[config.mk]
export PLATFORM = sky130hd
export DESIGN_NAME = bitmap_page_allocator
export DESIGN_NICKNAME = d
export VERILOG_FILES = /design/src/rtl/bpa_pkg.sv /design/src/rtl/bpa_map_mem.sv /design/src/rtl/bpa_ctrl.sv /design/src/rtl/bitmap_page_allocator.sv
export SDC_FILE = /design/constraint.sdc
export NUM_CORES = 2
export LEC_CHECK = 0
export ABC_CLOCK_PERIOD_IN_PS = 10990
export BUFFER_PORTS_ARGS = -buffer_cell sky130_fd_sc_hd__buf_2
export CELL_PAD_IN_SITES_DETAIL_PLACEMENT = 0
export CELL_PAD_IN_SITES_GLOBAL_PLACEMENT = 1
export CORE_MARGIN = 5
export CORE_UTILIZATION = 44
export CTS_CLUSTER_SIZE = 10
export DETAILED_ROUTE_END_ITERATION = 6
export PLACE_DENSITY = 0.8
export SYNTH_ARGS = -nofsm -noshare
export SYNTH_HDL_FRONTEND = slang
export SYNTH_SLANG_ARGS = --single-unit
[constraint.sdc]
create_clock -name clk -period 10.99 [get_ports clk]
set_input_delay 2.198 -clock clk [delete_from_list [all_inputs] [get_ports clk]]
set_output_delay 2.198 -clock clk [all_outputs]
set_load 0.01 [all_outputs]
[src/rtl/bpa_pkg.sv]
package bpa_pkg;

	localparam int MAX_PAGES     = 4096;
	localparam int WORD_BITS     = 64;
	localparam int MAP_WORDS     = (MAX_PAGES + WORD_BITS - 1) / WORD_BITS;
	localparam int WADDR_W       = $clog2(MAP_WORDS);
	localparam int BIT_W         = $clog2(WORD_BITS);
	localparam int PAGE_W        = 12;
	localparam int CNT_W         = 13;
	localparam int CFG_IDX_W     = 1;

	typedef logic [WORD_BITS-1:0] word_t;
	typedef logic [WADDR_W-1:0]   waddr_t;
	typedef logic [BIT_W-1:0]     bidx_t;
	typedef logic [PAGE_W-1:0]    page_t;
	typedef logic [CNT_W-1:0]     cnt_t;

	localparam cnt_t CNT_MAX   = {CNT_W{1'b1}};
	localparam cnt_t PAGES_CAP = CNT_W'(MAX_PAGES);

	// action codes
	localparam logic [1:0] ACT_ALLOC = 2'd0;
	localparam logic [1:0] ACT_FREE  = 2'd1;
	localparam logic [1:0] ACT_INIT  = 2'd2;

	// configuration register indexes
	localparam logic [CFG_IDX_W-1:0] CFG_PAGE_TOTAL = 1'b0;
	localparam logic [CFG_IDX_W-1:0] CFG_RESERVED   = 1'b1;

	typedef enum logic [1:0] {
		ST_OK      = 2'd0,
		ST_OOM     = 2'd1,
		ST_INVALID = 2'd2
	} status_t;

	typedef struct packed {
		logic   clear_all;
		logic   rd_en;
		waddr_t rd_addr;
		logic   wr_en;
		waddr_t wr_addr;
		word_t  wr_data;
	} mem_req_t;

	typedef struct packed {
		logic    valid;
		status_t status;
		page_t   page;
		cnt_t    count;
	} result_t;

	// bits below n set
	function automatic word_t low_mask(input bidx_t n);
		return ~({WORD_BITS{1'b1}} << n);
	endfunction

	// index of the lowest set bit (0 when none)
	function automatic bidx_t first_one(input word_t v);
		bidx_t idx;
		idx = '0;
		for (int i = WORD_BITS - 1; i >= 0; i--) begin
			if (v[i])
				idx = BIT_W'(i);
		end
		return idx;
	endfunction

endpackage

[src/rtl/bpa_map_mem.sv]
module bpa_map_mem
	import bpa_pkg::*;
(
	input  logic     clk,
	input  logic     arst_n,
	input  mem_req_t req,
	output word_t    rd_data
);

	word_t                mem [MAP_WORDS];
	logic [MAP_WORDS-1:0] row_vld_q;
	word_t                data_s1;
	logic                 vld_s1;

	// row valid bits: a row never written since reset or init reads as zero
	always_ff @(posedge clk or negedge arst_n) begin
		if (!arst_n) begin
			row_vld_q <= '0;
			vld_s1    <= 1'b0;
		end else begin
			if (req.clear_all)
				row_vld_q <= '0;
			else if (req.wr_en)
				row_vld_q[req.wr_addr] <= 1'b1;
			if (req.rd_en)
				vld_s1 <= row_vld_q[req.rd_addr];
		end
	end

	always_ff @(posedge clk) begin
		if (req.wr_en)
			mem[req.wr_addr] <= req.wr_data;
		if (req.rd_en)
			data_s1 <= mem[req.rd_addr];
	end

	assign rd_data = vld_s1 ? data_s1 : '0;

endmodule

[src/rtl/bpa_ctrl.sv]
module bpa_ctrl
	import bpa_pkg::*;
(
	input  logic       clk,
	input  logic       arst_n,
	input  logic       in_valid,
	output logic       in_ready,
	input  logic [1:0] action,
	input  page_t      page_index,
	input  cnt_t       page_total,
	input  cnt_t       reserved_count,
	input  logic       slot_free,
	input  word_t      rd_data,
	output mem_req_t   mem_req,
	output result_t    result
);

	typedef enum logic [2:0] {
		S_IDLE,
		S_ALLOC,
		S_FREE,
		S_INIT,
		S_RESP
	} state_t;

	state_t  state_q;
	cnt_t    count_q;
	cnt_t    total_q;
	cnt_t    res_q;
	waddr_t  addr_q;
	waddr_t  chk_addr_s1;
	waddr_t  last_q;
	bidx_t   bit_q;
	status_t status_q;
	page_t   page_q;

	cnt_t    tot;
	cnt_t    res;
	cnt_t    tot_m1;
	cnt_t    res_m1;
	logic    in_range;
	word_t   scan_mask;
	word_t   avail;
	logic    hit;
	bidx_t   hit_bit;
	logic    bit_set;

	assign tot      = (page_total > PAGES_CAP) ? PAGES_CAP : page_total;
	assign res      = (reserved_count > tot) ? tot : reserved_count;
	assign tot_m1   = tot - 1'b1;
	assign res_m1   = res - 1'b1;
	assign in_range = {1'b0, page_index} < tot;
	assign in_ready = (state_q == S_IDLE);

	// pages of the checked word that lie below the managed total
	always_comb begin
		if ({1'b0, chk_addr_s1} < total_q[CNT_W-1:BIT_W])
			scan_mask = '1;
		else if ({1'b0, chk_addr_s1} == total_q[CNT_W-1:BIT_W])
			scan_mask = low_mask(total_q[BIT_W-1:0]);
		else
			scan_mask = '0;
	end

	assign avail   = ~rd_data & scan_mask;
	assign hit     = |avail;
	assign hit_bit = first_one(avail);
	assign bit_set = rd_data[bit_q];

	always_comb begin
		mem_req = '0;
		unique case (state_q)
			S_IDLE: begin
				if (in_valid) begin
					unique case (action)
						ACT_ALLOC: begin
							mem_req.rd_en   = (tot != '0);
							mem_req.rd_addr = '0;
						end
						ACT_FREE: begin
							mem_req.rd_en   = in_range;
							mem_req.rd_addr = page_index[PAGE_W-1:BIT_W];
						end
						ACT_INIT: mem_req.clear_all = 1'b1;
						default: ;
					endcase
				end
			end
			S_ALLOC: begin
				mem_req.rd_en   = 1'b1;
				mem_req.rd_addr = addr_q;
				if (hit) begin
					mem_req.wr_en   = 1'b1;
					mem_req.wr_addr = chk_addr_s1;
					mem_req.wr_data = rd_data | (word_t'(1) << hit_bit);
				end
			end
			S_FREE: begin
				if (bit_set) begin
					mem_req.wr_en   = 1'b1;
					mem_req.wr_addr = addr_q;
					mem_req.wr_data = rd_data & ~(word_t'(1) << bit_q);
				end
			end
			S_INIT: begin
				mem_req.wr_en   = 1'b1;
				mem_req.wr_addr = addr_q;
				mem_req.wr_data = ({1'b0, addr_q} < res_q[CNT_W-1:BIT_W]) ?
					'1 : low_mask(res_q[BIT_W-1:0]);
			end
			S_RESP: ;
			default: ;
		endcase
	end

	always_ff @(posedge clk or negedge arst_n) begin
		if (!arst_n) begin
			state_q     <= S_IDLE;
			count_q     <= '0;
			total_q     <= '0;
			res_q       <= '0;
			addr_q      <= '0;
			chk_addr_s1 <= '0;
			last_q      <= '0;
			bit_q       <= '0;
			status_q    <= ST_OK;
			page_q      <= '0;
		end else begin
			unique case (state_q)
				S_IDLE: begin
					if (in_valid) begin
						total_q  <= tot;
						status_q <= ST_OK;
						page_q   <= '0;
						unique case (action)
							ACT_ALLOC: begin
								if (tot == '0) begin
									status_q <= ST_OOM;
									state_q  <= S_RESP;
								end else begin
									addr_q      <= waddr_t'(1);
									chk_addr_s1 <= '0;
									last_q      <= tot_m1[PAGE_W-1:BIT_W];
									state_q     <= S_ALLOC;
								end
							end
							ACT_FREE: begin
								if (!in_range) begin
									status_q <= ST_INVALID;
									state_q  <= S_RESP;
								end else begin
									addr_q  <= page_index[PAGE_W-1:BIT_W];
									bit_q   <= page_index[BIT_W-1:0];
									state_q <= S_FREE;
								end
							end
							ACT_INIT: begin
								count_q <= tot - res;
								res_q   <= res;
								addr_q  <= '0;
								last_q  <= res_m1[PAGE_W-1:BIT_W];
								state_q <= (res == '0) ? S_RESP : S_INIT;
							end
							default: state_q <= S_RESP;
						endcase
					end
				end
				S_ALLOC: begin
					if (hit) begin
						page_q  <= {chk_addr_s1, hit_bit};
						if (count_q != '0)
							count_q <= count_q - 1'b1;
						state_q <= S_RESP;
					end else if (chk_addr_s1 == last_q) begin
						status_q <= ST_OOM;
						state_q  <= S_RESP;
					end else begin
						chk_addr_s1 <= addr_q;
						addr_q      <= addr_q + 1'b1;
					end
				end
				S_FREE: begin
					if (bit_set && count_q != CNT_MAX)
						count_q <= count_q + 1'b1;
					state_q <= S_RESP;
				end
				S_INIT: begin
					if (addr_q == last_q)
						state_q <= S_RESP;
					else
						addr_q <= addr_q + 1'b1;
				end
				S_RESP: begin
					if (slot_free)
						state_q <= S_IDLE;
				end
				default: state_q <= S_IDLE;
			endcase
		end
	end

	assign result.valid  = (state_q == S_RESP);
	assign result.status = status_q;
	assign result.page   = page_q;
	assign result.count  = count_q;

endmodule

[src/rtl/bitmap_page_allocator.sv]
// First-fit bitmap page allocator: one used bit per page, 64 pages per map word.
// Input channel (in_valid/in_ready) carries action and page_index; each input
// transaction gives exactly one output transaction (status, granted_page,
// free_count) on out_valid/out_ready. page_total and reserved_count are
// written through cfg_wr_en/cfg_index/cfg_data; the user must write them only
// while the block is idle, and the block itself does not enforce this.
// Steps: allocate reads 1..64 map words, one per cycle, and writes a hit
// back in the same cycle; free in range reads, modifies/writes and responds;
// init writes ceil(reserved/64) map words, one per cycle, then responds;
// out-of-range free, empty allocate and unknown action just respond.
// The result sits in an output register, so the next transaction is taken
// while the previous result waits; the controller holds its next result
// while that register is still full, and then in_ready stays low.
// Reset: map reads as all free (per-word valid bits cleared at once),
// free count zero, page_total 4096, reserved_count 0. Ready right away.
module bitmap_page_allocator
	import bpa_pkg::*;
(
	input  logic                 clk,
	input  logic                 arst_n,
	input  logic                 in_valid,
	output logic                 in_ready,
	input  logic [1:0]           action,
	input  page_t                page_index,
	output logic                 out_valid,
	input  logic                 out_ready,
	output logic [1:0]           status,
	output page_t                granted_page,
	output cnt_t                 free_count,
	input  logic                 cfg_wr_en,
	input  logic [CFG_IDX_W-1:0] cfg_index,
	input  cnt_t                 cfg_data
);

	cnt_t     page_total_q;
	cnt_t     reserved_q;
	logic     out_valid_q;
	status_t  status_q;
	page_t    granted_q;
	cnt_t     count_q;
	logic     slot_free;
	mem_req_t mem_req;
	word_t    rd_data;
	result_t  result;

	// configuration registers; take effect on the next transaction
	always_ff @(posedge clk or negedge arst_n) begin
		if (!arst_n) begin
			page_total_q <= PAGES_CAP;
			reserved_q   <= '0;
		end else if (cfg_wr_en) begin
			unique case (cfg_index)
				CFG_PAGE_TOTAL: page_total_q <= cfg_data;
				CFG_RESERVED:   reserved_q   <= cfg_data;
				default: ;
			endcase
		end
	end

	// output register is free when empty or being drained this cycle
	assign slot_free = !out_valid_q || out_ready;

	bpa_map_mem u_mem (
		.clk     (clk),
		.arst_n  (arst_n),
		.req     (mem_req),
		.rd_data (rd_data)
	);

	bpa_ctrl u_ctrl (
		.clk            (clk),
		.arst_n         (arst_n),
		.in_valid       (in_valid),
		.in_ready       (in_ready),
		.action         (action),
		.page_index     (page_index),
		.page_total     (page_total_q),
		.reserved_count (reserved_q),
		.slot_free      (slot_free),
		.rd_data        (rd_data),
		.mem_req        (mem_req),
		.result         (result)
	);

	always_ff @(posedge clk or negedge arst_n) begin
		if (!arst_n) begin
			out_valid_q <= 1'b0;
			status_q    <= ST_OK;
			granted_q   <= '0;
			count_q     <= '0;
		end else if (slot_free) begin
			out_valid_q <= result.valid;
			if (result.valid) begin
				status_q  <= result.status;
				granted_q <= result.page;
				count_q   <= result.count;
			end
		end
	end

	assign out_valid    = out_valid_q;
	assign status       = status_q;
	assign granted_page = granted_q;
	assign free_count   = count_q;

	// every accepted transaction takes the controller out of idle, so in_ready drops
	a_busy_after_accept: assert property (@(posedge clk) disable iff (!arst_n)
		in_valid && in_ready |=> !in_ready)
		else $error("input accepted twice in a row");

	// map clear and map write never coincide
	a_clear_no_write: assert property (@(posedge clk) disable iff (!arst_n)
		!(mem_req.clear_all && mem_req.wr_en))
		else $error("map clear collides with write");

	// a finished result with room in the output register shows up next cycle
	a_result_loaded: assert property (@(posedge clk) disable iff (!arst_n)
		result.valid && slot_free |=> out_valid)
		else $error("result lost");

	// failed allocate or free grants nothing
	a_no_grant_on_error: assert property (@(posedge clk) disable iff (!arst_n)
		out_valid && (status == ST_OOM || status == ST_INVALID) |-> granted_page == '0)
		else $error("page granted with error status");

endmodule
## Word-level counts from Yosys, hierarchy flattened

Memory sizes are Yosys's and may differ from the RTL's. A register that Yosys moved wholly into a read port is not among the register bits.
Index checks and enable logic that the tools add are counted.
Widths: inputs -> output; s select.

| word-level totals | value |
|---|---|
| bits in registers | 199 |
| RAM bits | 4096 |
| input port bits | 33 |
| output and inout bits | 29 |
| logic and storage cells | 234 |
| memories | 1 |

| operators by class | value |
|---|---|
| add/subtract/negate cells | 6 |
| magnitude comparators | 9 |
| equality and inequality tests | 28 |
| shifts and indexed selects | 4 |
| muxes and demuxes | 130 |
| bitwise logic cells | 9 |
| reduce and logical (&&, ||, !) cells | 29 |

Memory list:

| name | depth | bits a word | rd ports | clocked after memory_dff | write ports | line | source |
|---|---|---|---|---|---|---|---|
| u_mem.mem | 64 | 64 | 1 | 1 | 1 | bpa_map_mem.sv:10 | `word_t mem [MAP_WORDS];` |

Operators with widths:

| operator | count |
|---|---|
| $mux 6 | 76 |
| $mux 64 | 6 |
| $not 64->64 | 4 |
| $pmux 71 s3 | 1 |
| $mux 71 | 2 |
| $and 64x64->64 | 2 |
| $or 64x64->64 | 2 |
| $shl 1x6->64 const A | 2 |
| $shl 64x6->64 const A | 2 |
| $mux 13 | 7 |
| $reduce_or 64->1 | 1 |
| $pmux 13 s3 | 1 |
| $pmux 6 s3 | 2 |
| $pmux 7 s2 | 2 |
| $logic_not 13->1 | 2 |
| $reduce_bool 13->1 | 2 |
| $mux 12 | 2 |
| $mux 3 | 8 |
| $pmux 12 s2 | 1 |
| $pmux 6 s2 | 2 |
| $sub 12x1->12 const B | 2 |
| $lt 6x7->1 const B | 3 |
| $reduce_and 4->1 | 4 |
| $pmux 3 s5 | 1 |
| other kinds (42) | 78 |

## Logic depth before layout (Yosys ltp)

| logic depth | value |
|---|---|
| depth after elaboration | 80 |
| depth in mapped cells | 27 |
| gate-level depth less buffers | 24 |

## Hierarchy

Synthesis repeated with hierarchy kept, for this count alone.

| second synthesis, totals | value |
|---|---|
| cells, all modules | 8578 |
| area, all modules | 172884.6 um^2 |

Modules (own cells, without submodules):

| module | instances | cells each | area each (um^2) | seq. area each (um^2) |
|---|---|---|---|---|
| bpa_map_mem | 1 | 6835 | 158862.4 | 126546.4 |
| bpa_ctrl | 1 | 1627 | 11905.2 | 2001.9 |
| bitmap_page_allocator | 1 | 116 | 2117.0 | 1352.5 |

## Worst setup path after synthesis

Ideal clock, no wire load.

| path | value |
|---|---|
| kind | input-to-reg |
| start | in page_index[6] |
| end | reg u_mem.vld_s1 |
| library setup time | 0.088 ns |
| arrival | 8.942 ns |
| data required time | 10.902 ns |
| setup slack | 1.960 ns |
| stages | 11 |
| path buffers | 0 |
| path through | ha_1 a21o_1 a21o_1 a21o_1 a21o_1 a311oi_1 o21ai_0 inv_1 a21oi_1 o21ai_0 mux2_2 |

RTL lines:

| item | line | source |
|---|---|---|
| from (decl) | bitmap_page_allocator.sv:24 | `input page_t page_index,` |
| to (signal assigned) | bpa_map_mem.sv:26 | `vld_s1 <= row_vld_q[req.rd_addr];` |
| to (decl) | bpa_map_mem.sv:13 | `logic vld_s1;` |

==> metrics.cfg <==
[sta]
layout_setup_ws_ps=3270
rsz0062_at_grt=false
drv_slew=0
tightest_slew_ps=1390
fin_hold_ws_ps=478
hold_violations=0
skew_ps=79.6
timing.final.crit_share_pct=70.2
fin_tns_setup_ps=0
slew_headroom_pct=7.01
fmax_ghz=0.130
final.min_clock_period_ps=7720
finalSetupViolCount=0

[cts]
clockBufferDepth=4
cts-htree-levels=5
cts_root_buffer=clkbuf_16
path_clk_slew_ps=60
cts_buffers=480
cts_setup_buffers=0
cts_resized=0
tritoncts=done
clock-sinks=4359
cts_hold_buf=0
clock_latency_ps=1040

[floorplanning]
start_util_pct=44.2
io_pins=62
dieArea_sq_um=425000
rows=235
core_area_sq_um=410000
die_w_um=652
die_y_um=652

[layout]
nets=14400
fillCellCount=35000
drive_above_1_share_pct=8.58
syn_to_final_growth_pct=11.4
ff_latch_area_sq_um=130000
multi_input_area_sq_um=48200
post-route-cell-area_sq_um=202000

[power]
p_per_area_nw_per_um2=205
vdd_drop_max_v=0.000183
leakage_nw=69.6
power_frac_clock_pct=33.9
sequentialPowerShare_pct=46.5
netSwitchingPower_w=0.0125
power.internal_w=0.0290
p_sw_share_pct=30.1
p_total_w=0.0415
p_comb_share_pct=19.6

[placed_design]
dpl_cell_area_sq_um=189000
place_congestion=1.02
place_worst_setup_slack_ps=3520
post-dp-hpwl_mm=312
portBuffers=61

[global_route]
grt_pass1_vias=116000
grtUsageTotal_pct=26.3
overflow=0
grt_pass1_wl_mm=826
antenna_found_initial=20
grt_max_degree=172

[logic_synthesis]
synthTopCellsByCount=nand2_1 (4404), edfxtp_1 (4160), nand3_1 (1112), clkbuf_1 (947), a311oi_1 (788)
yosysMostFrequentCell=nand2_1
synth_cell_type_count=117
syn_nets=14600
seq_area_frac_synth_pct=71.7
ys_ff_latch=4359
synth_edf_count=4160
synth_warnings=0
netlist_area_sq_um=181000
ys.flop_type=edfxtp_1
avgSynthCellArea_sq_um=12.5
synth_area_leaders=edfxtp_1 (69%), nand2_1 (9.1%), a311oi_1 (3.8%), nand3_1 (3.1%), dfrtp_1 (2.7%)
synth_area_leader_cell=edfxtp_1
synthArstFlopShare_pct=4.57
synth_top_area_share_pct=68.9
postSynthCellCount=14500

[detailed_routing]
dr.first_iter.drc_count=17200
wire_per_inst_um=29.1
routed_wl_mm=579
vias=124000
dr.pass1.iters=7
antenna_left=0
route.detailed.drc=2
via_per_inst=6.23

[flow_run]
cap_violations=0

[worst_setup_path]
cp_max_fo=64
worst_ep_arrival_time_ps=8420
end_kind=register
required_ps=11700
regToRegSetupSlack_ps=3270
critPathKind=reg2reg
startpoint_type=register

[min_path]
hp-class=reg2reg

[outcome]
violations=design-rule violations
status=finished with violations

==> worst paths after layout <==
kind                                        from                  to  cells past startpoint
hold reg to reg               u_mem.row_vld_q[3]  u_mem.row_vld_q[3]                      1
min in group asynchronous                 arst_n    page_total_q[10]                      1
setup reg to reg           u_ctrl.chk_addr_s1[4]     u_mem.mem[3][2]                     13
setup / recovery           u_ctrl.chk_addr_s1[4]     u_mem.mem[3][2]                     13
max in group asynchronous                 arst_n        u_mem.vld_s1                      3
hold / removal                u_mem.row_vld_q[3]  u_mem.row_vld_q[3]                      1
==> per-stage QoR <==
step           utilization [%]  cells
6_report                  49.2  19900
5_1_grt                   49.2  19900
4_1_cts                   49.2  19900
3_5_place_dp              46.0  19300
3_3_place_gp              46.0  19300
2_1_floorplan                -  14500
==> critical path, stage by stage (launching register included) <==
cell and delay [ps]:
dfrtp_1 520, ha_1 410, nand4b_1 570, a21o_1 610, buf_4 400, nand2_1 470
a32oi_1 520, o211ai_1 160, o2111ai_1 180, and4b_1 230, a21oi_1 1030, nand2_2 1000
o31ai_4 590, buf_4 610
==> area by class of cell <==
| type | instances | area share, % |
|---|---|---|
| antenna | 12 | 0.0149 |
| inverter | 64 | 0.119 |
| clock inverter | 33 | 0.253 |
| multi-input combinational | 8978 | 23.9 |
| timing repair buffer | 424 | 1.84 |
| clock buffer | 576 | 6.19 |
| sequential | 4359 | 64.3 |
| tap | 5451 | 3.38 |
==> kinds of logic (layout without fill, tap and decap cells) <==
group                    Yosys count  in the layout  share of synthesized area, %
XOR/XNOR                          36             36                         0.174
flip-flops                      4359           4359                          71.7
other                              0             12                             0
buffers and inverters           1122           1097                          2.44
AND/OR/NAND/NOR                 6550           6550                          15.5
multiplexers                      98             98                         0.677
adder cells (fa/ha/maj)           65             65                         0.457
AO/OA/AOI/OAI                   2229           2229                          9.09
==> power groups by stage <==
stage | clock network, W | registers [W] | logic [W]
final | 0.0140 | 0.0193 | 0.00813
after global routing | 0.0149 | 0.0193 | 0.00860
after CTS | 0.0142 | 0.0193 | 0.00796
after detailed placement | 0 | 0.0196 | 0.00793
after global placement | 0 | 0.0196 | 0.00795
after floorplan | 0 | 0.0194 | 0.00496
==> layer usage <==
layer | up-vias | GRT usage (%) | share of wire [%]
met3 | 1352 | 4.98 | 10
met4 | 10 | 11.1 | 4.8
met5 | - | 0 | 0.063
li1 | 53400 | - | -
met1 | 62100 | 36.1 | 39
met2 | 7085 | 41.1 | 46
==> registers in the layout (all words and copies together) (netlist names), 3 cells and up <==
name,count
u_ctrl.page_q,12
u_ctrl.bit_q,6
u_ctrl.res_q,13
u_mem.mem,4096
reserved_q,13
u_ctrl.last_q,6
u_ctrl.state_q,3
page_total_q,13
free_count,13
u_ctrl.total_q,13
u_ctrl.count_q,13
u_ctrl.chk_addr_s1,6
u_mem.row_vld_q,64
u_mem.data_s1,64
u_ctrl.addr_q,6
granted_page,12
==> cells in the final DEF, fill, tap and decap left out, drive strengths merged, types with 19 or more instances in the layout <==
cell | Yosys | final
edfxtp | 4160 | 4160
a31oi | 297 | 297
mux2 | 63 | 63
nor4 | 19 | 19
clkbuf | 948 | 577
nor3 | 109 | 109
a21oi | 338 | 338
and3 | 549 | 549
a311oi | 791 | 791
ha | 63 | 63
a211oi | 227 | 227
inv | 64 | 75
and2 | 34 | 34
nor2 | 201 | 201
mux2i | 22 | 22
o21ai | 240 | 240
dfrtp | 198 | 198
a21o | 50 | 50
nand3 | 1113 | 1113
o211ai | 28 | 28
nand2 | 4406 | 4406
o21a | 59 | 59
nand4 | 21 | 21
buf | 110 | 423
xnor2 | 25 | 25
Note: power is estimated with default switching activity, not from simulation.
